--- src/sv/aesgcm_pkg.sv ---
// Shared types, constants and AES helper functions for the AES-128-GCM engine.
// Used by aesgcm_aes, aesgcm_ghash and aes128_gcm_engine_core; no dependencies.
package aesgcm_pkg;

    localparam int unsigned KEY_ROWS = 11;
    localparam int unsigned ROW_BITS = 4;
    localparam int unsigned CFG_IDX_BITS = 3;

    localparam logic [1:0] OP_AAD = 2'd0;
    localparam logic [1:0] OP_PAYLOAD = 2'd1;
    localparam logic [1:0] OP_FINISH = 2'd2;
    localparam logic [1:0] OP_NONE = 2'd3;

    localparam logic [CFG_IDX_BITS-1:0] CFG_KEY_HIGH = 3'd0;
    localparam logic [CFG_IDX_BITS-1:0] CFG_KEY_LOW = 3'd1;
    localparam logic [CFG_IDX_BITS-1:0] CFG_NONCE_HIGH = 3'd2;
    localparam logic [CFG_IDX_BITS-1:0] CFG_NONCE_LOW = 3'd3;
    localparam logic [CFG_IDX_BITS-1:0] CFG_DECRYPT_MODE = 3'd4;

    localparam logic [7:0] GF_POLY = 8'h1b;
    localparam logic [7:0] GHASH_POLY = 8'he1;
    localparam logic [7:0] RCON_FIRST = 8'h01;

    typedef struct packed {
        logic [1:0]  opcode;
        logic [63:0] data_high;
        logic [63:0] data_low;
        logic [4:0]  valid_bytes;
    } t_gcm_in;

    typedef struct packed {
        logic [63:0] out_high;
        logic [63:0] out_low;
        logic [4:0]  out_bytes;
        logic        is_tag;
        logic        tag_match;
    } t_gcm_out;

    typedef struct packed {
        logic kexp;
        logic enc;
    } t_aes_req;

    typedef struct packed {
        logic start;
        logic load_h;
        logic clear;
    } t_gh_ctl;

    typedef enum logic [1:0] {
        AES_IDLE,
        AES_KEXP,
        AES_ENC
    } t_aes_state;

    typedef enum logic [3:0] {
        ST_IDLE,
        ST_KEXP,
        ST_HENC,
        ST_DISPATCH,
        ST_AAD_HASH,
        ST_PAY_ENC,
        ST_PAY_HASH,
        ST_FIN_HASH,
        ST_FIN_ENC,
        ST_EMIT
    } t_ctl_state;

    localparam logic [7:0] SBOX [256] = '{
        8'h63, 8'h7c, 8'h77, 8'h7b, 8'hf2, 8'h6b, 8'h6f, 8'hc5,
        8'h30, 8'h01, 8'h67, 8'h2b, 8'hfe, 8'hd7, 8'hab, 8'h76,
        8'hca, 8'h82, 8'hc9, 8'h7d, 8'hfa, 8'h59, 8'h47, 8'hf0,
        8'had, 8'hd4, 8'ha2, 8'haf, 8'h9c, 8'ha4, 8'h72, 8'hc0,
        8'hb7, 8'hfd, 8'h93, 8'h26, 8'h36, 8'h3f, 8'hf7, 8'hcc,
        8'h34, 8'ha5, 8'he5, 8'hf1, 8'h71, 8'hd8, 8'h31, 8'h15,
        8'h04, 8'hc7, 8'h23, 8'hc3, 8'h18, 8'h96, 8'h05, 8'h9a,
        8'h07, 8'h12, 8'h80, 8'he2, 8'heb, 8'h27, 8'hb2, 8'h75,
        8'h09, 8'h83, 8'h2c, 8'h1a, 8'h1b, 8'h6e, 8'h5a, 8'ha0,
        8'h52, 8'h3b, 8'hd6, 8'hb3, 8'h29, 8'he3, 8'h2f, 8'h84,
        8'h53, 8'hd1, 8'h00, 8'hed, 8'h20, 8'hfc, 8'hb1, 8'h5b,
        8'h6a, 8'hcb, 8'hbe, 8'h39, 8'h4a, 8'h4c, 8'h58, 8'hcf,
        8'hd0, 8'hef, 8'haa, 8'hfb, 8'h43, 8'h4d, 8'h33, 8'h85,
        8'h45, 8'hf9, 8'h02, 8'h7f, 8'h50, 8'h3c, 8'h9f, 8'ha8,
        8'h51, 8'ha3, 8'h40, 8'h8f, 8'h92, 8'h9d, 8'h38, 8'hf5,
        8'hbc, 8'hb6, 8'hda, 8'h21, 8'h10, 8'hff, 8'hf3, 8'hd2,
        8'hcd, 8'h0c, 8'h13, 8'hec, 8'h5f, 8'h97, 8'h44, 8'h17,
        8'hc4, 8'ha7, 8'h7e, 8'h3d, 8'h64, 8'h5d, 8'h19, 8'h73,
        8'h60, 8'h81, 8'h4f, 8'hdc, 8'h22, 8'h2a, 8'h90, 8'h88,
        8'h46, 8'hee, 8'hb8, 8'h14, 8'hde, 8'h5e, 8'h0b, 8'hdb,
        8'he0, 8'h32, 8'h3a, 8'h0a, 8'h49, 8'h06, 8'h24, 8'h5c,
        8'hc2, 8'hd3, 8'hac, 8'h62, 8'h91, 8'h95, 8'he4, 8'h79,
        8'he7, 8'hc8, 8'h37, 8'h6d, 8'h8d, 8'hd5, 8'h4e, 8'ha9,
        8'h6c, 8'h56, 8'hf4, 8'hea, 8'h65, 8'h7a, 8'hae, 8'h08,
        8'hba, 8'h78, 8'h25, 8'h2e, 8'h1c, 8'ha6, 8'hb4, 8'hc6,
        8'he8, 8'hdd, 8'h74, 8'h1f, 8'h4b, 8'hbd, 8'h8b, 8'h8a,
        8'h70, 8'h3e, 8'hb5, 8'h66, 8'h48, 8'h03, 8'hf6, 8'h0e,
        8'h61, 8'h35, 8'h57, 8'hb9, 8'h86, 8'hc1, 8'h1d, 8'h9e,
        8'he1, 8'hf8, 8'h98, 8'h11, 8'h69, 8'hd9, 8'h8e, 8'h94,
        8'h9b, 8'h1e, 8'h87, 8'he9, 8'hce, 8'h55, 8'h28, 8'hdf,
        8'h8c, 8'ha1, 8'h89, 8'h0d, 8'hbf, 8'he6, 8'h42, 8'h68,
        8'h41, 8'h99, 8'h2d, 8'h0f, 8'hb0, 8'h54, 8'hbb, 8'h16
    };

    function automatic logic [7:0] xtime(input logic [7:0] a);
        xtime = {a[6:0], 1'b0} ^ (a[7] ? GF_POLY : 8'h00);
    endfunction

    function automatic logic [7:0] get_byte(input logic [127:0] s, input int unsigned i);
        get_byte = s[127 - 8*i -: 8];
    endfunction

    function automatic logic [127:0] aes_round(input logic [127:0] s, input logic last);
        logic [7:0] t [16];
        logic [7:0] a0, a1, a2, a3;
        logic [127:0] r;
        for (int c = 0; c < 4; c++) begin
            for (int i = 0; i < 4; i++) begin
                t[i + 4*c] = SBOX[get_byte(s, i + 4*((c + i) % 4))];
            end
        end
        if (!last) begin
            for (int c = 0; c < 4; c++) begin
                a0 = t[4*c];
                a1 = t[4*c + 1];
                a2 = t[4*c + 2];
                a3 = t[4*c + 3];
                t[4*c]     = xtime(a0) ^ xtime(a1) ^ a1 ^ a2 ^ a3;
                t[4*c + 1] = a0 ^ xtime(a1) ^ xtime(a2) ^ a2 ^ a3;
                t[4*c + 2] = a0 ^ a1 ^ xtime(a2) ^ xtime(a3) ^ a3;
                t[4*c + 3] = xtime(a0) ^ a0 ^ a1 ^ a2 ^ xtime(a3);
            end
        end
        for (int i = 0; i < 16; i++) begin
            r[127 - 8*i -: 8] = t[i];
        end
        aes_round = r;
    endfunction

    function automatic logic [127:0] next_round_key(input logic [127:0] rk,
                                                    input logic [7:0] rc);
        logic [31:0] t;
        logic [31:0] w0, w1, w2, w3;
        t = {SBOX[rk[23:16]] ^ rc, SBOX[rk[15:8]], SBOX[rk[7:0]], SBOX[rk[31:24]]};
        w0 = rk[127:96] ^ t;
        w1 = rk[95:64] ^ w0;
        w2 = rk[63:32] ^ w1;
        w3 = rk[31:0] ^ w2;
        next_round_key = {w0, w1, w2, w3};
    endfunction

endpackage

--- src/sv/aesgcm_ghash.sv ---
// GHASH accumulator with an 8-bit digit-serial multiplier by the hash subkey.
// Depends on aesgcm_pkg.
module aesgcm_ghash (
    input  logic                 i_clk,
    input  logic                 i_rst_n,
    input  aesgcm_pkg::t_gh_ctl  i_ctl,
    input  logic [127:0]         i_data,
    output logic                 o_done,
    output logic [127:0]         o_acc
);

    logic [127:0] r_h;
    logic [127:0] r_acc;
    logic [127:0] r_x, r_z, r_v;
    logic [3:0]   r_cnt;
    logic         r_busy;
    logic         r_done;
    logic [127:0] step_z, step_v;

    always_comb begin
        logic lsb;
        step_z = r_z;
        step_v = r_v;
        for (int j = 0; j < 8; j++) begin
            if (r_x[127 - j]) begin
                step_z = step_z ^ step_v;
            end
            lsb = step_v[0];
            step_v = step_v >> 1;
            if (lsb) begin
                step_v[127:120] = step_v[127:120] ^ aesgcm_pkg::GHASH_POLY;
            end
        end
    end

    always_ff @(posedge i_clk) begin
        if (!i_rst_n) begin
            r_acc  <= '0;
            r_busy <= 1'b0;
            r_done <= 1'b0;
            r_cnt  <= '0;
        end else begin
            r_done <= 1'b0;
            if (i_ctl.clear) begin
                r_acc <= '0;
            end else if (i_ctl.start) begin
                r_busy <= 1'b1;
                r_cnt  <= '0;
            end else if (r_busy) begin
                r_cnt <= r_cnt + 1'b1;
                if (r_cnt == 4'd15) begin
                    r_busy <= 1'b0;
                    r_done <= 1'b1;
                    r_acc  <= step_z;
                end
            end
        end
    end

    always_ff @(posedge i_clk) begin
        if (i_ctl.load_h) begin
            r_h <= i_data;
        end
        if (i_ctl.start) begin
            r_x <= r_acc ^ i_data;
            r_z <= '0;
            r_v <= r_h;
        end else if (r_busy) begin
            r_x <= {r_x[119:0], 8'h00};
            r_z <= step_z;
            r_v <= step_v;
        end
    end

    assign o_done = r_done;
    assign o_acc  = r_acc;

endmodule

--- config.mk ---
export PLATFORM = sky130hd
export DESIGN_NAME = aesgcm_ghash
export DESIGN_NICKNAME = d
export VERILOG_FILES = /design/src/sv/aesgcm_pkg.sv /design/src/sv/aesgcm_ghash.sv
export SDC_FILE = /design/constraint.sdc
export NUM_CORES = 2
export LEC_CHECK = 0
export ABC_AREA = 0
export ABC_CLOCK_PERIOD_IN_PS = 5100
export BUFFER_PORTS_ARGS = -buffer_cell sky130_fd_sc_hd__buf_2
export CAP_MARGIN = 25
export CORE_UTILIZATION = 40
export CTS_CLUSTER_SIZE = 40
export DETAILED_ROUTE_END_ITERATION = 10
export PLACE_DENSITY = 0.57
export SLEW_MARGIN = 40
export SYNTH_ARGS = -nofsm -noshare
export SYNTH_HDL_FRONTEND = slang
export SYNTH_SLANG_ARGS = --single-unit
--- constraint.sdc ---
create_clock -name i_clk -period 5.1 [get_ports i_clk]
set_clock_uncertainty 0.1 [all_clocks]
set_input_delay 0.51 -clock i_clk [delete_from_list [all_inputs] [get_ports i_clk]]
set_output_delay 0.51 -clock i_clk [all_outputs]
set_load 0.02 [all_outputs]
* Word-level counts from Yosys, hierarchy flattened
Index checks and enable logic that the tools add are counted.
** Operators by class
- Bitwise gates (word level) :: 21
- Multiplexer cells :: 26
- Reductions and logical operators :: 5
- Equality and inequality tests :: 1
- $add $sub $neg :: 1
** Operators by type and width (number)
- $mux W128 :: 12
- $xor A128 B128 Y128 :: 9
- $mux W8 :: 8
- $not A3 Y4 :: 8
- $mux W4 :: 2
- $add A4 B1 Y4 const B :: 1
- $eq A4 B4 Y1 const B :: 1
- $mux W1 :: 4
- $not A1 Y1 :: 4
- $reduce_or A4 Y1 :: 1
- $reduce_and A3 Y1 :: 1
- $reduce_and A2 Y1 :: 1
- $reduce_bool A2 Y1 :: 1
- $reduce_or A2 Y1 :: 1
** Storage, ports and cells
- Logic and storage cells :: 62
- Register bits :: 646

* Longest topological paths before layout
- Depth after elaboration :: 18
- Gate-level depth with buffers :: 9
- Depth with buffers taken out :: 7

* Worst setup path after synthesis
OpenSTA, ideal clock, no wires.
- Path kind :: input to register
- From :: input port i_ctl[2] (netlist bit)
- To :: register r_cnt[1]
- Stages :: 5
- Arrival time :: 4.323 ns
- Setup time :: 0.121 ns
- Slack :: 0.556 ns
- Data required time :: 4.879 ns
- Buffers on the path :: 1
- Path through :: buf_2 or2_2 nand2b_1 a22oi_1 nor2b_1
** Between the ends
- Word-level cells in the longest chain between the ends :: 2
- Elaborated cells on any way between the ends :: 3
- Classes of those cells :: 1 x mux; 2 x reduce/logical
** Ends and longest elaborated chain
- start, declared :: RTL line aesgcm_ghash.sv:6 : input aesgcm_pkg::t_gh_ctl i_ctl,
- $reduce_bool A2 Y1 (no line)
- $reduce_and A2 Y1 (no line)
- end signal, assigned :: RTL line aesgcm_ghash.sv:50 : r_cnt <= r_cnt + 1'b1;
- end, declared :: RTL line aesgcm_ghash.sv:15 : logic [3:0] r_cnt;
Parallel ways exist; a longest one is shown, timed or not.
A chain may end at the register's enable or synchronous reset.

* Final worst setup path
- From :: register r_v[1]
- To :: register r_z[117]
** Between the ends
- Word-level cells in the longest chain between the ends :: 7
** Ends and longest elaborated chain
- start, declared :: RTL line aesgcm_ghash.sv:14 : logic [127:0] r_x, r_z, r_v;
- start signal, assigned :: RTL line aesgcm_ghash.sv:67 : r_v <= r_h;
- start signal, assigned :: RTL line aesgcm_ghash.sv:71 : r_v <= step_v;
- $mux W8 * :: RTL line aesgcm_ghash.sv:30 : if (lsb) begin
- $xor A128 B128 Y128 * :: RTL line aesgcm_ghash.sv:26 : step_z = step_z ^ step_v;
- $mux W128 * :: RTL line aesgcm_ghash.sv:25 : if (r_x[127 - j]) begin
- $xor A128 B128 Y128 :: RTL line aesgcm_ghash.sv:26
- $mux W128 * :: RTL line aesgcm_ghash.sv:25
- $xor A128 B128 Y128 :: RTL line aesgcm_ghash.sv:26
- $mux W128 * :: RTL line aesgcm_ghash.sv:25
- end signal, assigned :: RTL line aesgcm_ghash.sv:70 : r_z <= step_z;
- end, declared :: RTL line aesgcm_ghash.sv:14
Mark *: on every way between the ends. The rest lies on a longest branch, timed or not.

==> results.sh <==
export IMPL_crit_path_top_delay_cell="edfxtp_1"
export IMPL_grt_pass1_wl_um=174700
export IMPL_slew_headroom=0.4334
export IMPL_cp_num_buf_inv=0
export IMPL_diodes=0
export IMPL_first_iter_violations=2233
export IMPL_final_nets=4431
export IMPL_drt_pass1_iterations=7
export IMPL_grt_overflow_total=0
export IMPL_syn_nets=4296
export IMPL_die_height_um=315.8
export IMPL_avgSynthCellArea_um2=9.464
export IMPL_path_cells="xor2_1 > nand2_1 > xnor3_1 > xnor3_1 > mux2i_1 > nor2_1"
export IMPL_final_min_clock_period_ns=2.831
export IMPL_status="completed"
export IMPL_vias_per_cell=5.059
export IMPL_ys_ff_latch=646
export IMPL_hp_class="primary input to flop"
export IMPL_startpoint_type="flop"
export IMPL_synthArstFlopShare=0
export IMPL_hold_buffers=118
export IMPL_arrival_ns=3.21
export IMPL_power_leakage_nw=17.76
export IMPL_required_ns=5.48
export IMPL_synth_top_area_share=0.2928
export IMPL_synth_ff_type="edfxtp_1"
export IMPL_rsz0062_at_grt="false"
export IMPL_stdcell_count=5631
export IMPL_finalSetupViolCount=0
export IMPL_clock_path_buffers=3
export IMPL_portBuffers=261
export IMPL_slowest_delay_ns=0.74
export IMPL_htreeDepth=3
export IMPL_crit_cells=6
export IMPL_synthDistinctLibCells=38
export IMPL_slew_viol_final=0
export IMPL_cts_made_buffers=75
export IMPL_synth_most_common_cell="nand2_1"
export IMPL_drc=0
export IMPL_end_kind="flop"
export IMPL_area_delta_synth_final_pct=14.56
export IMPL_grt_use_total=0.2280
export IMPL_grt_pass1_vias=27730
export IMPL_crit_type="flop to flop"
export IMPL_synthTopCellsByCount="1250 x nand2_1, 742 x xnor2_1, 384 x edfxtp_1"
export IMPL_max_freq_mhz=353.2
export IMPL_synth_simple_area_share=0.1508
export IMPL_synthAdderAreaFrac=0.0003177
export IMPL_holdWs_ns=0.05516
export IMPL_min_path_cells=1
export IMPL_place_congestion=0.7932
export IMPL_root_buffer="clkbuf_16"
export IMPL_clk_pin_slew_worst_paths_ns=0.06
export IMPL_postCtsSetupRepairBufs=0
export IMPL_post_drt_wl_per_cell_um=20.28
export IMPL_hold_viol=0
export IMPL_critPathMostFrequentCell="xnor3_1"
export IMPL_drive_above_1_share=0.1242
export IMPL_cts_sinks=646
export IMPL_cts_tree="built"
export IMPL_num_vias=28490
export IMPL_critPathTopFamily="XOR/XNOR gates"
export IMPL_synthMuxAreaShare=0.06617
export IMPL_ios=262
export IMPL_dpl_cell_count=5378
export IMPL_power_density_nw_per_um2=412.2
export IMPL_vdd_drop_max_uv=243.9
export IMPL_die_w_um=315.8
export IMPL_synth_seq_area_share=0.4259
export IMPL_synth_edf_count=384
export IMPL_ant_nets=0
export IMPL_synth_area_leaders="edfxtp_1 29%, xnor2_1 16%, dfxtp_1 13%"
export IMPL_synth_top_family_by_area="XOR/XNOR gates"
export IMPL_dieArea_um2=99730
export IMPL_yosysWarnings=0
export IMPL_pre_cts_ws_ns=2.061
export IMPL_netlist_top_cell_by_area="edfxtp_1"
export IMPL_synth_compound_area_frac=0.04228
export IMPL_fin_ws_ns=2.269
export IMPL_coreArea_um2=97140
export IMPL_start_util=0.4055
export IMPL_reg2reg_depth=6
export IMPL_crit_fanout=13
export IMPL_synthXorXnorAreaFrac=0.2775
export IMPL_syn_inst=4162
export IMPL_tightest_slew_ns=0.8498
export IMPL_max_cap_violations=0
export IMPL_grt_max_degree=148
export IMPL_hpwl_um=70790
export IMPL_syn_area_um2=39390
export IMPL_antenna_found_initial=3
export IMPL_cts_resized=0
export IMPL_period_share=0.5552
export IMPL_finalWirelength_um=114200
export IMPL_setup_tns_final_ns=0
export IMPL_clk_insertion_delay_late_ns=0.63
export IMPL_rows=114
## registers in the layout, summed over array words and instances, names as in the netlist
| signal | count |
|---|---|
| r_cnt | 4 |
| r_busy | 1 |
| r_v | 128 |
| r_z | 128 |
| r_x | 128 |
| r_h | 128 |
| o_done | 1 |
| o_acc | 128 |
## cell type report
cell class                      instances  area (um2)
Fill cell                            9188       52010
Multi-Input combinational cell       3149       21170
Sequential cell                       646       16780
Timing Repair Buffer                  418        2998
Clock buffer                          111        2250
Tap cell                             1276        1597
Clock inverter                         24       300.3
Inverter                                7       26.28
## cells by family after synthesis
| kind of cell | after synthesis |
|---|---|
| flops | 646 |
| fa+ha+maj | 1 |
| buf+inv | 367 |
| compound gates | 316 |
| xor+xnor | 1035 |
| mux | 245 |
| simple gates | 1552 |
## final timing paths
kind	start	endpoint	slack [ns]
setup reg to reg	r_v[1]	r_z[117]	2.27
hold reg to reg	o_acc[105]	o_acc[105]	0.38
setup / recovery	r_v[1]	r_z[117]	2.27
hold / removal	i_data[117]	r_h[117]	0.06
## layout by cell type (no fill, tap or decap), drive strengths merged, types with 3 or more instances in the layout
master / synthesis / routed
a21oi: 265 / 265
bufinv: 0 / 7
buf: 130 / 300
xnor3: 129 / 129
and2: 11 / 11
a311o: 3 / 3
a211oi: 4 / 4
nand3: 14 / 14
nor3: 3 / 3
nor2: 251 / 251
clkinv: 0 / 15
o22ai: 3 / 3
mux2i: 122 / 122
xnor2: 742 / 742
xor2: 158 / 158
dlygate4sd3: 0 / 118
mux2: 123 / 123
nand2b: 9 / 9
clkbuf: 230 / 111
or2: 3 / 3
edfxtp: 384 / 384
o211ai: 13 / 13
nor2b: 4 / 4
nand2: 1250 / 1250
dfxtp: 262 / 262
nand3b: 4 / 4
inv: 7 / 8
a31oi: 4 / 4
xor3: 6 / 6
o21ai: 19 / 19
## metal layers
layer  track usage  up-vias  routed length (um)
met5             0        -                  12
met4       0.05578        2                2179
met3       0.03109      130                5999
met2        0.3752      754               54430
met1        0.3161    13950               51570
li1              -    13650                   -
## power by group
part           switching [W]  internal, W
logic                0.00276      0.00337
registers           0.000682      0.00614
clock network        0.00225      0.00340
## stage by stage
stage	utilization	power (W)	cell area, um2
after floorplan	-	0.01168	39390
after global placement	0.4255	0.01296	41330
after detailed placement	0.4261	0.01301	41390
after CTS	0.4645	0.01878	45120
after global routing	0.4645	0.01952	45120
final	0.4645	0.01860	45120
No activity file was read; power rests on OpenSTA's default activity.
